==> config.mk <==
export PLATFORM = sky130hd
export DESIGN_NAME = half_duplex_block_link_control
export DESIGN_NICKNAME = d
export VERILOG_FILES = /design/src/rtl/core/hdbl_pkg.sv /design/src/rtl/core/hdbl_in_stage.sv /design/src/rtl/core/hdbl_step.sv /design/src/rtl/core/half_duplex_block_link_control.sv
export VERILOG_INCLUDE_DIRS = /design/src /design/src/rtl/core
export SDC_FILE = /design/constraint.sdc
export NUM_CORES = 1
export LEC_CHECK = 0
export BUFFER_PORTS_ARGS = -buffer_cell sky130_fd_sc_hd__buf_4
export CAP_MARGIN = 20
export CORE_ASPECT_RATIO = 1.2
export CORE_MARGIN = 1
export CORE_UTILIZATION = 25
export CTS_BUF_LIST = sky130_fd_sc_hd__clkbuf_2 sky130_fd_sc_hd__clkbuf_4 sky130_fd_sc_hd__clkbuf_8
export DETAILED_ROUTE_END_ITERATION = 8
export PLACE_DENSITY = 0.39
export REMOVE_ABC_BUFFERS = 1
export SLEW_MARGIN = 20
export SYNTH_ARGS = -nofsm -noshare
export SYNTH_HDL_FRONTEND = slang
export SYNTH_SLANG_ARGS = --single-unit
==> constraint.sdc <==
create_clock -name clock -period 3.95 [get_ports clock]
set_clock_uncertainty 0.15 [all_clocks]
set_input_delay 0.395 -clock clock [delete_from_list [all_inputs] [get_ports clock]]
set_output_delay 0.395 -clock clock [all_outputs]
set_load 0.05 [all_outputs]
==> src/rtl/core/half_duplex_block_link_control_macros.svh <==
`ifndef HALF_DUPLEX_BLOCK_LINK_CONTROL_MACROS_SVH
`define HALF_DUPLEX_BLOCK_LINK_CONTROL_MACROS_SVH

// Same-cycle implication, sampled on the rising clock edge outside reset.
`define HDBL_ASSERT_NOW(label, clk, rst, cond, prop) \
   label: assert property (@(posedge clk) disable iff (rst) (cond) |-> (prop)) \
      else $error("link control check failed");

// Next-cycle implication, sampled on the rising clock edge outside reset.
`define HDBL_ASSERT_NEXT(label, clk, rst, cond, prop) \
   label: assert property (@(posedge clk) disable iff (rst) (cond) |=> (prop)) \
      else $error("link control check failed");

`endif

==> src/rtl/core/hdbl_pkg.sv <==
package hdbl_pkg;

   localparam logic [7:0] CH_ENQ = 8'h05;
   localparam logic [7:0] CH_EOT = 8'h04;
   localparam logic [7:0] CH_ACK = 8'h06;
   localparam logic [7:0] CH_NAK = 8'h15;

   localparam logic [7:0] MIN_BLOCK_LEN = 8'd10;
   localparam int         HIGH_SHIFT    = 8;

   localparam logic [3:0] RETRY_LIMIT_RESET = 4'd3;
   localparam logic [3:0] COUNT_MAX         = 4'hF;

   localparam logic [1:0] OP_SEND    = 2'd0;
   localparam logic [1:0] OP_BYTE    = 2'd1;
   localparam logic [1:0] OP_TIMER   = 2'd2;
   localparam logic [1:0] OP_INVALID = 2'd3;

   localparam logic [1:0] PH_IDLE       = 2'd0;
   localparam logic [1:0] PH_WAIT_EOT   = 2'd1;
   localparam logic [1:0] PH_WAIT_BLOCK = 2'd2;
   localparam logic [1:0] PH_WAIT_CHECK = 2'd3;

   localparam logic [1:0] RX_LENGTH   = 2'd0;
   localparam logic [1:0] RX_PAYLOAD  = 2'd1;
   localparam logic [1:0] RX_SUM_HIGH = 2'd2;
   localparam logic [1:0] RX_SUM_LOW  = 2'd3;

   localparam logic [1:0] TM_NONE    = 2'd0;
   localparam logic [1:0] TM_START   = 2'd1;
   localparam logic [1:0] TM_STOP    = 2'd2;
   localparam logic [1:0] TM_RESTART = 2'd3;

   localparam logic [3:0] ST_OK            = 4'd0;
   localparam logic [3:0] ST_RETRIES       = 4'd1;
   localparam logic [3:0] ST_BAD_IDLE      = 4'd2;
   localparam logic [3:0] ST_UNEXPECTED    = 4'd3;
   localparam logic [3:0] ST_NO_BLOCK      = 4'd4;
   localparam logic [3:0] ST_SHORT         = 4'd5;
   localparam logic [3:0] ST_CHECKSUM_BAD  = 4'd6;
   localparam logic [3:0] ST_NO_REPLY      = 4'd7;
   localparam logic [3:0] ST_NAK           = 4'd8;
   localparam logic [3:0] ST_UNKNOWN_REPLY = 4'd9;
   localparam logic [3:0] ST_INVALID       = 4'd10;

   typedef struct packed {
      logic [1:0] op;
      logic [7:0] rx_byte;
   } item_type;

   typedef struct packed {
      logic [1:0]  link_phase;
      logic [3:0]  event_count;
      logic [1:0]  rx_part;
      logic [7:0]  block_len;
      logic [7:0]  bytes_taken;
      logic [15:0] running_sum;
      logic [7:0]  sum_high;
   } link_state_type;

   typedef struct packed {
      logic       tx_valid;
      logic [7:0] tx_byte;
      logic [1:0] timer_cmd;
      logic       send_block;
      logic [3:0] status;
      logic [1:0] link_state;
   } result_type;

   localparam link_state_type LINK_IDLE = '{
      link_phase:  PH_IDLE,
      event_count: 4'd0,
      rx_part:     RX_LENGTH,
      block_len:   8'd0,
      bytes_taken: 8'd0,
      running_sum: 16'd0,
      sum_high:    8'd0
   };

endpackage

==> src/rtl/core/hdbl_in_stage.sv <==
module hdbl_in_stage (
   input  logic              clock,
   input  logic              reset,
   input  logic              req_valid,
   output logic              req_stall,
   input  logic [1:0]        req_op,
   input  logic [7:0]        req_rx_byte,
   input  logic              take,
   output logic              item_valid,
   output hdbl_pkg::item_type item
);
   import hdbl_pkg::*;

   logic     valid_ff;
   logic     valid_in;
   item_type item_ff;
   logic     load;

   assign req_stall  = valid_ff & ~take;
   assign load       = req_valid & ~req_stall;
   assign valid_in   = load | (valid_ff & ~take);
   assign item_valid = valid_ff;
   assign item       = item_ff;

   always_ff @(posedge clock) begin
      if (reset) begin
         valid_ff <= 1'b0;
      end else begin
         valid_ff <= valid_in;
      end
   end

   always_ff @(posedge clock) begin
      if (load) begin
         item_ff <= '{op: req_op, rx_byte: req_rx_byte};
      end
   end

endmodule

==> src/rtl/core/hdbl_step.sv <==
module hdbl_step (
   input  hdbl_pkg::item_type       item,
   input  hdbl_pkg::link_state_type cur,
   input  logic [3:0]               retry_limit,
   output hdbl_pkg::link_state_type nxt,
   output hdbl_pkg::result_type     res
);
   import hdbl_pkg::*;

   logic [3:0]  cnt;
   logic [7:0]  taken_inc;
   logic [15:0] got_sum;
   logic        good;
   logic        txv;
   logic [7:0]  txb;
   logic [1:0]  tmr;
   logic        sblk;
   logic [3:0]  st;

   assign cnt       = (cur.event_count == COUNT_MAX) ? cur.event_count
                                                     : cur.event_count + 4'd1;
   assign taken_inc = cur.bytes_taken + 8'd1;
   assign got_sum   = {cur.sum_high, item.rx_byte};
   assign good      = (got_sum == cur.running_sum);

   always_comb begin
      nxt             = cur;
      nxt.event_count = cnt;
      txv             = 1'b0;
      txb             = 8'h00;
      tmr             = TM_NONE;
      sblk            = 1'b0;
      st              = ST_OK;
      if (item.op == OP_INVALID) begin
         nxt = LINK_IDLE;
         tmr = TM_STOP;
         st  = ST_INVALID;
      end else if (item.op == OP_TIMER && cnt > retry_limit) begin
         nxt = LINK_IDLE;
         tmr = TM_STOP;
         st  = ST_RETRIES;
      end else begin
         if (item.op == OP_BYTE) begin
            nxt.event_count = 4'd0;
         end
         case (cur.link_phase)
            PH_IDLE: begin
               if (item.op == OP_SEND) begin
                  txv            = 1'b1;
                  txb            = CH_ENQ;
                  tmr            = TM_START;
                  nxt.link_phase = PH_WAIT_EOT;
               end else if (item.op == OP_BYTE) begin
                  if (item.rx_byte == CH_ENQ) begin
                     txv            = 1'b1;
                     txb            = CH_EOT;
                     tmr            = TM_START;
                     nxt.link_phase = PH_WAIT_BLOCK;
                     nxt.rx_part    = RX_LENGTH;
                  end else begin
                     st = ST_BAD_IDLE;
                  end
               end else begin
                  nxt = LINK_IDLE;
                  tmr = TM_STOP;
                  st  = ST_INVALID;
               end
            end
            PH_WAIT_EOT: begin
               if (item.op == OP_TIMER) begin
                  txv = 1'b1;
                  txb = CH_ENQ;
               end else if (item.op == OP_BYTE && item.rx_byte == CH_EOT) begin
                  tmr            = TM_RESTART;
                  sblk           = 1'b1;
                  nxt.link_phase = PH_WAIT_CHECK;
               end else begin
                  st = ST_UNEXPECTED;
               end
            end
            PH_WAIT_BLOCK: begin
               if (item.op == OP_TIMER) begin
                  nxt = LINK_IDLE;
                  tmr = TM_STOP;
                  st  = ST_NO_BLOCK;
               end else if (item.op == OP_SEND) begin
                  nxt = LINK_IDLE;
                  tmr = TM_STOP;
               end else begin
                  case (cur.rx_part)
                     RX_LENGTH: begin
                        if (item.rx_byte < MIN_BLOCK_LEN) begin
                           nxt = LINK_IDLE;
                           tmr = TM_STOP;
                           st  = ST_SHORT;
                        end else begin
                           nxt.block_len   = item.rx_byte;
                           nxt.bytes_taken = 8'd0;
                           nxt.running_sum = 16'd0;
                           nxt.rx_part     = RX_PAYLOAD;
                        end
                     end
                     RX_PAYLOAD: begin
                        nxt.running_sum = cur.running_sum + {8'd0, item.rx_byte};
                        nxt.bytes_taken = taken_inc;
                        if (taken_inc >= cur.block_len) begin
                           nxt.rx_part = RX_SUM_HIGH;
                        end
                     end
                     RX_SUM_HIGH: begin
                        nxt.sum_high = item.rx_byte;
                        nxt.rx_part  = RX_SUM_LOW;
                     end
                     default: begin
                        txv = 1'b1;
                        txb = good ? CH_ACK : CH_NAK;
                        st  = good ? ST_OK : ST_CHECKSUM_BAD;
                        nxt = LINK_IDLE;
                        tmr = TM_STOP;
                     end
                  endcase
               end
            end
            default: begin
               if (item.op == OP_TIMER) begin
                  st = ST_NO_REPLY;
               end else if (item.op == OP_BYTE) begin
                  if (item.rx_byte == CH_ACK) begin
                     st = ST_OK;
                  end else if (item.rx_byte == CH_NAK) begin
                     st = ST_NAK;
                  end else begin
                     st = ST_UNKNOWN_REPLY;
                  end
               end
               nxt = LINK_IDLE;
               tmr = TM_STOP;
            end
         endcase
      end
      res = '{tx_valid:   txv,
              tx_byte:    txb,
              timer_cmd:  tmr,
              send_block: sblk,
              status:     st,
              link_state: nxt.link_phase};
   end

endmodule

==> src/rtl/core/half_duplex_block_link_control.sv <==
// Line control for a half-duplex block link: each request is one event (send request,
// received byte, timer expiry or invalid code) and yields exactly one response carrying
// the control byte to transmit, a timer command, the send-block strobe, a status code and
// the link phase after the event. A request is registered on entry, evaluated against the
// link state and written to the response register, so a new request is taken every cycle
// while responses are not stalled; a request passes through the entry register and then
// the response register. Throughput is set only by the response side: while a response is
// stalled the entry register fills and then req_stall rises. The retry limit register
// (reset 3) is written through the csr port, which is always ready, and should be written
// only while no request is in flight.
`include "half_duplex_block_link_control_macros.svh"

module half_duplex_block_link_control (
   input  logic       clock,
   input  logic       reset,
   input  logic       req_valid,
   output logic       req_stall,
   input  logic [1:0] req_op,
   input  logic [7:0] req_rx_byte,
   output logic       rsp_valid,
   input  logic       rsp_stall,
   output logic       rsp_tx_valid,
   output logic [7:0] rsp_tx_byte,
   output logic [1:0] rsp_timer_cmd,
   output logic       rsp_send_block,
   output logic [3:0] rsp_status,
   output logic [1:0] rsp_link_state,
   input  logic       csr_valid,
   output logic       csr_ready,
   input  logic [3:0] csr_retry_limit
);
   import hdbl_pkg::*;

   logic           item_valid;
   item_type       item;
   logic           fire;
   logic           rsp_valid_ff;
   logic           rsp_valid_in;
   logic [3:0]     retry_limit_ff;
   link_state_type state_ff;
   link_state_type state_in;
   result_type     result_ff;
   result_type     result_in;

   assign csr_ready    = 1'b1;
   assign fire         = item_valid & (~rsp_valid_ff | ~rsp_stall);
   assign rsp_valid_in = fire | (rsp_valid_ff & rsp_stall);

   hdbl_in_stage u_in_stage (
      .clock       (clock),
      .reset       (reset),
      .req_valid   (req_valid),
      .req_stall   (req_stall),
      .req_op      (req_op),
      .req_rx_byte (req_rx_byte),
      .take        (fire),
      .item_valid  (item_valid),
      .item        (item)
   );

   hdbl_step u_step (
      .item        (item),
      .cur         (state_ff),
      .retry_limit (retry_limit_ff),
      .nxt         (state_in),
      .res         (result_in)
   );

   always_ff @(posedge clock) begin
      if (reset) begin
         retry_limit_ff <= RETRY_LIMIT_RESET;
         state_ff       <= LINK_IDLE;
         rsp_valid_ff   <= 1'b0;
      end else begin
         if (csr_valid && csr_ready) begin
            retry_limit_ff <= csr_retry_limit;
         end
         if (fire) begin
            state_ff <= state_in;
         end
         rsp_valid_ff <= rsp_valid_in;
      end
   end

   // hold the response while stalled
   always_ff @(posedge clock) begin
      if (fire) begin
         result_ff <= result_in;
      end
   end

   assign rsp_valid      = rsp_valid_ff;
   assign rsp_tx_valid   = result_ff.tx_valid;
   assign rsp_tx_byte    = result_ff.tx_byte;
   assign rsp_timer_cmd  = result_ff.timer_cmd;
   assign rsp_send_block = result_ff.send_block;
   assign rsp_status     = result_ff.status;
   assign rsp_link_state = result_ff.link_state;

   `HDBL_ASSERT_NOW(a_send_block_phase, clock, reset, rsp_valid && rsp_send_block,
      rsp_link_state == PH_WAIT_CHECK && rsp_timer_cmd == TM_RESTART)
   `HDBL_ASSERT_NOW(a_stop_goes_idle, clock, reset, rsp_valid && rsp_timer_cmd == TM_STOP,
      rsp_link_state == PH_IDLE)
   `HDBL_ASSERT_NOW(a_quiet_byte_zero, clock, reset, rsp_valid && !rsp_tx_valid,
      rsp_tx_byte == 8'h00)
   `HDBL_ASSERT_NEXT(a_invalid_clears, clock, reset, fire && item.op == OP_INVALID,
      state_ff == LINK_IDLE && rsp_status == ST_INVALID)

endmodule
==> run summary <==
The tools report the utilization after layout as 29.37%. The post-synthesis sequential element count is 77. The vertical extent of the die was 149.5 um. In this run the count of I/O pins placed on the die edge is 40. Yosys mapped a number of flops with a built-in enable equal to 23.

The worst setup path is of the reg2reg kind. The worst IR drop on VDD is 139.7 uV. The share of synthesized area in the top cell type comes to 23.85%. The flow ran to the end, but the final reports show violations. The final reports fail on DRC. The ratio of total power to cell area was 316.9 nW/um^2; the number of nets in the final layout was 570. The run gives 0.7975 as the global placer's final weighted congestion. Once the floorplan was initialized, standard cells occupied 25.69% of the core.

After clock tree synthesis, the clock-pin slew on the worst setup and hold paths is 0.09 ns. For the worst-skew pair, the clock arrives at the later sink with an insertion delay of 0.38 ns. The run gives 12.27 mm as the sum of routed wire length over all layers.

The tools report the violation count after the first detailed-routing iteration as 134. The clock network is responsible for 37.3% of the overall power. Sequential cells account for 52.1% of the total power. The worst hold path depth works out to 1. Counting cells, the worst reg-to-reg path comes to 9.

Setup repair after global routing left no endpoint under its margin. The count of maximum capacitance violations is 0, and the synthesized instance count is 494. The mean instance size in the synthesized netlist is 9.174 um^2, and the number of H-tree levels is 3. Cell internal power was estimated by the tool at 1.190 mW.

TritonCTS built the clock tree. The number of antenna violations at the first check in global routing is 0. The buffer depth of the longest clock path was 2. Across every metal layer, demand over resource in global routing totals 13.84%. The tree is rooted in a sky130_fd_sc_hd__clkbuf_8. Via count of the first global-routing pass: 3,574. In this run, CTS created clock tree buffers numbering 9. The run gives 2.009 nW as the leakage power total. For the total count of hold-check failures in the final report, the log shows 0. The clock net sink count is 77, and the number of vias in the routed layout is 3,614. Dividing the detail-routed via count by the number of cells gives 4.832. The tools report the total placed cells including tap cells as 732. At the pin with the least slew margin, the transition time is 0.9908 ns. The area of the core region was 17,640 um^2; the final antenna diode count was 0. For this run, the top clock speed supported by timing is 297.8 MHz.

The count of cells in the finished layout, fillers not included, comes to 748. In this run the worst path has a maximum fanout of 8. Data on the critical path arrives at its endpoint at 3.33 ns. The first detailed-routing pass ran for 6 iterations. For this run, asynchronously set or reset flops after synthesis account for 0%.

For the final routed database, the setup TNS stands at 0 ns. The commonest non-fill, non-tap cell in the layout is sky130_fd_sc_hd__dfxtp_1. After floorplanning, the core was divided into 53 placement rows.

The type of the worst min-delay path was in2reg. Once detail routing completed, the nets flagged for antenna violations numbered 0. The filler cells instantiated in the layout total 1,896. The count of buffers added on input and output ports is 34. The run gives 0 as the setup-violating endpoint count in the final report.

Sorting the synthesized cells by area gives the leading types as sky130_fd_sc_hd__dfxtp_1 (24%), sky130_fd_sc_hd__edfxtp_1 (15%), sky130_fd_sc_hd__ha_1 (7.5%). STA classifies the critical path endpoint as a flop. First-pass GRT wire length: 19.71 mm.

The switching part of the total power is 27.53%, and the sequential-to-total area share from yosys stat is 39.09%. The count of hold buffers inserted by post-cts repair is 0, and the area added between synthesis and finish is 14.30%. Type of element launching the critical path: a flop.

In the routed design, unresolved DRC markers number 6. After detailed routing, the average wire length per cell comes to 16.41 um. In this run, post-CTS repair resized a total of 0 instances.

During synthesis, Yosys emitted a total of 0 warnings. The die is 124.9 um wide. Combinational logic burns 10.6% of the power. The max-slew violation count was 0.

The final critical path takes up 85.01% of the cycle. Headroom to the max-slew limit came out at 33.81%. Cells with a size suffix above 1 make up 14.58% of the layout. The run gives 8.955 mm as the detailed-placement wirelength estimate. The most area-hungry cell type in the Yosys netlist is sky130_fd_sc_hd__dfxtp_1. The die covers 18,670 um^2.

The mapped netlist covers 4532 um^2. The tools report the total congestion overflow after global routing as 0. The switching power summed over all nets is 0.4519 mW, and the number of library cell types mapped by synthesis is 71.

In the layout the commonest cells are sky130_fd_sc_hd__dfxtp_1 (54), sky130_fd_sc_hd__nor2_1 (46), sky130_fd_sc_hd__buf_4 (42). The clock period could shrink to 3.358 ns. After clock tree synthesis, the setup repair step added 0 buffers. The largest net degree at the start of global routing came out at 45.

For the worst setup path, the data required time is 3.92 ns. The predominant post-synthesis flop cell was sky130_fd_sc_hd__dfxtp_1.
==> power by group through the flow <==
stage / clock, mW / combinational [mW] / sequential (mW)
4_1_cts: 0.646 / 0.177 / 0.855
3_3_place_gp: 0 / 0.176 / 0.873
6_report: 0.613 / 0.174 / 0.855
3_5_place_dp: 0 / 0.176 / 0.874
2_1_floorplan: 0 / 0.0843 / 0.891
5_1_grt: 0.677 / 0.190 / 0.858
==> kinds of logic after synthesis <==
family | Yosys count | synth area share, %
AO/OA/AOI/OAI | 110 | 16.62
XOR/XNOR | 24 | 4.638
adder cells (fa/ha/maj) | 28 | 7.896
buffers and inverters | 50 | 5.163
flip-flops | 77 | 39.09
multiplexers | 13 | 2.899
other | 2 | 0.1657
AND/OR/NAND/NOR | 190 | 23.52
==> synth_stat cells (all sizes together) (4+ instances only) <==
library cell and count:
inv 22, and2 10, nand3 21, a21o 7
xor2 7, and3 17, o21a 4, nand2 35
a21oi 26, a22oi 11, nor4 5, o21ai 20
clkbuf 13, mux2i 12, ha 27, nor2 46
a211oi 6, nor2b 4, edfxtp 23, xnor2 17
nor3 12, dfxtp 54, nand4 4, o31ai 6
o211ai 7, buf 14, a2111oi 4, or3 9
nand2b 10
==> registers in the layout, indices dropped and copies added (netlist names) <==
register / count
rsp_tx_byte: 4
state_ff: 48
rsp_send_block: 1
rsp_status: 4
retry_limit_ff: 4
rsp_link_state: 2
u_in_stage.item: 10
rsp_timer_cmd: 2
u_in_stage.item_valid: 1
rsp_valid: 1
==> layer usage <==
| layer | vias to the layer above | global-route usage (%) | wire [um] |
|---|---|---|---|
| met4 | 0 | 4.817 | 204 |
| met5 | - | 0 | 0 |
| met1 | 1715 | 16.56 | 5597 |
| met2 | 45 | 24.49 | 6128 |
| li1 | 1838 | - | - |
| met3 | 16 | 3.039 | 342 |
==> final timing paths <==
kind                                  start                             end  slack, ns
hold reg to reg   state_ff[38]$_SDFFE_PP0P_       state_ff[38]$_SDFFE_PP0P_       0.31
setup / recovery  state_ff[42]$_SDFFE_PP0P_  rsp_timer_cmd[1]$_SDFFCE_PP1P_       0.59
setup reg to reg  state_ff[42]$_SDFFE_PP0P_  rsp_timer_cmd[1]$_SDFFCE_PP1P_       0.59
hold / removal                    req_op[1]    u_in_stage.item[9]$_DFFE_PP_       0.04
==> stage by stage <==
| step | hold WS [ns] | setup slack [ns] | total power, mW | area, um^2 |
|---|---|---|---|---|
| floorplan | 0.2758 | 0.7762 | 0.9753 | 4395 |
| global placement | 0.2976 | 0.6514 | 1.049 | 4986 |
| detailed placement | 0.2988 | 0.5915 | 1.050 | 4986 |
| CTS | 0.01088 | 0.5598 | 1.678 | 5180 |
| global route | 0.01007 | 0.3583 | 1.724 | 5180 |
| finish | 0.03821 | 0.5919 | 1.642 | 5180 |
==> worst max-delay path, cell delays in order (launching register included) <==
cell	delay (ns)
sky130_fd_sc_hd__dfxtp_1	0.43
sky130_fd_sc_hd__ha_1	0.24
sky130_fd_sc_hd__nand3_1	0.17
sky130_fd_sc_hd__mux2_2	0.33
sky130_fd_sc_hd__ha_1	0.28
sky130_fd_sc_hd__nor2b_1	0.13
sky130_fd_sc_hd__o31ai_1	0.38
sky130_fd_sc_hd__a21o_1	0.29
sky130_fd_sc_hd__nand3_1	0.27
sky130_fd_sc_hd__or3_1	0.43
==> final cells by class <==
type	count	area [um^2]	area share, %
clock buffers	10	131.4	2.536
clock inverters	6	62.56	1.208
inverters	23	86.33	1.667
multi-input cells	370	2537	48.99
flip-flops and latches	77	1772	34.20
well taps	220	275.3	5.314
repair buffers	42	315.3	6.087
(Power assumes the default switching activity.)
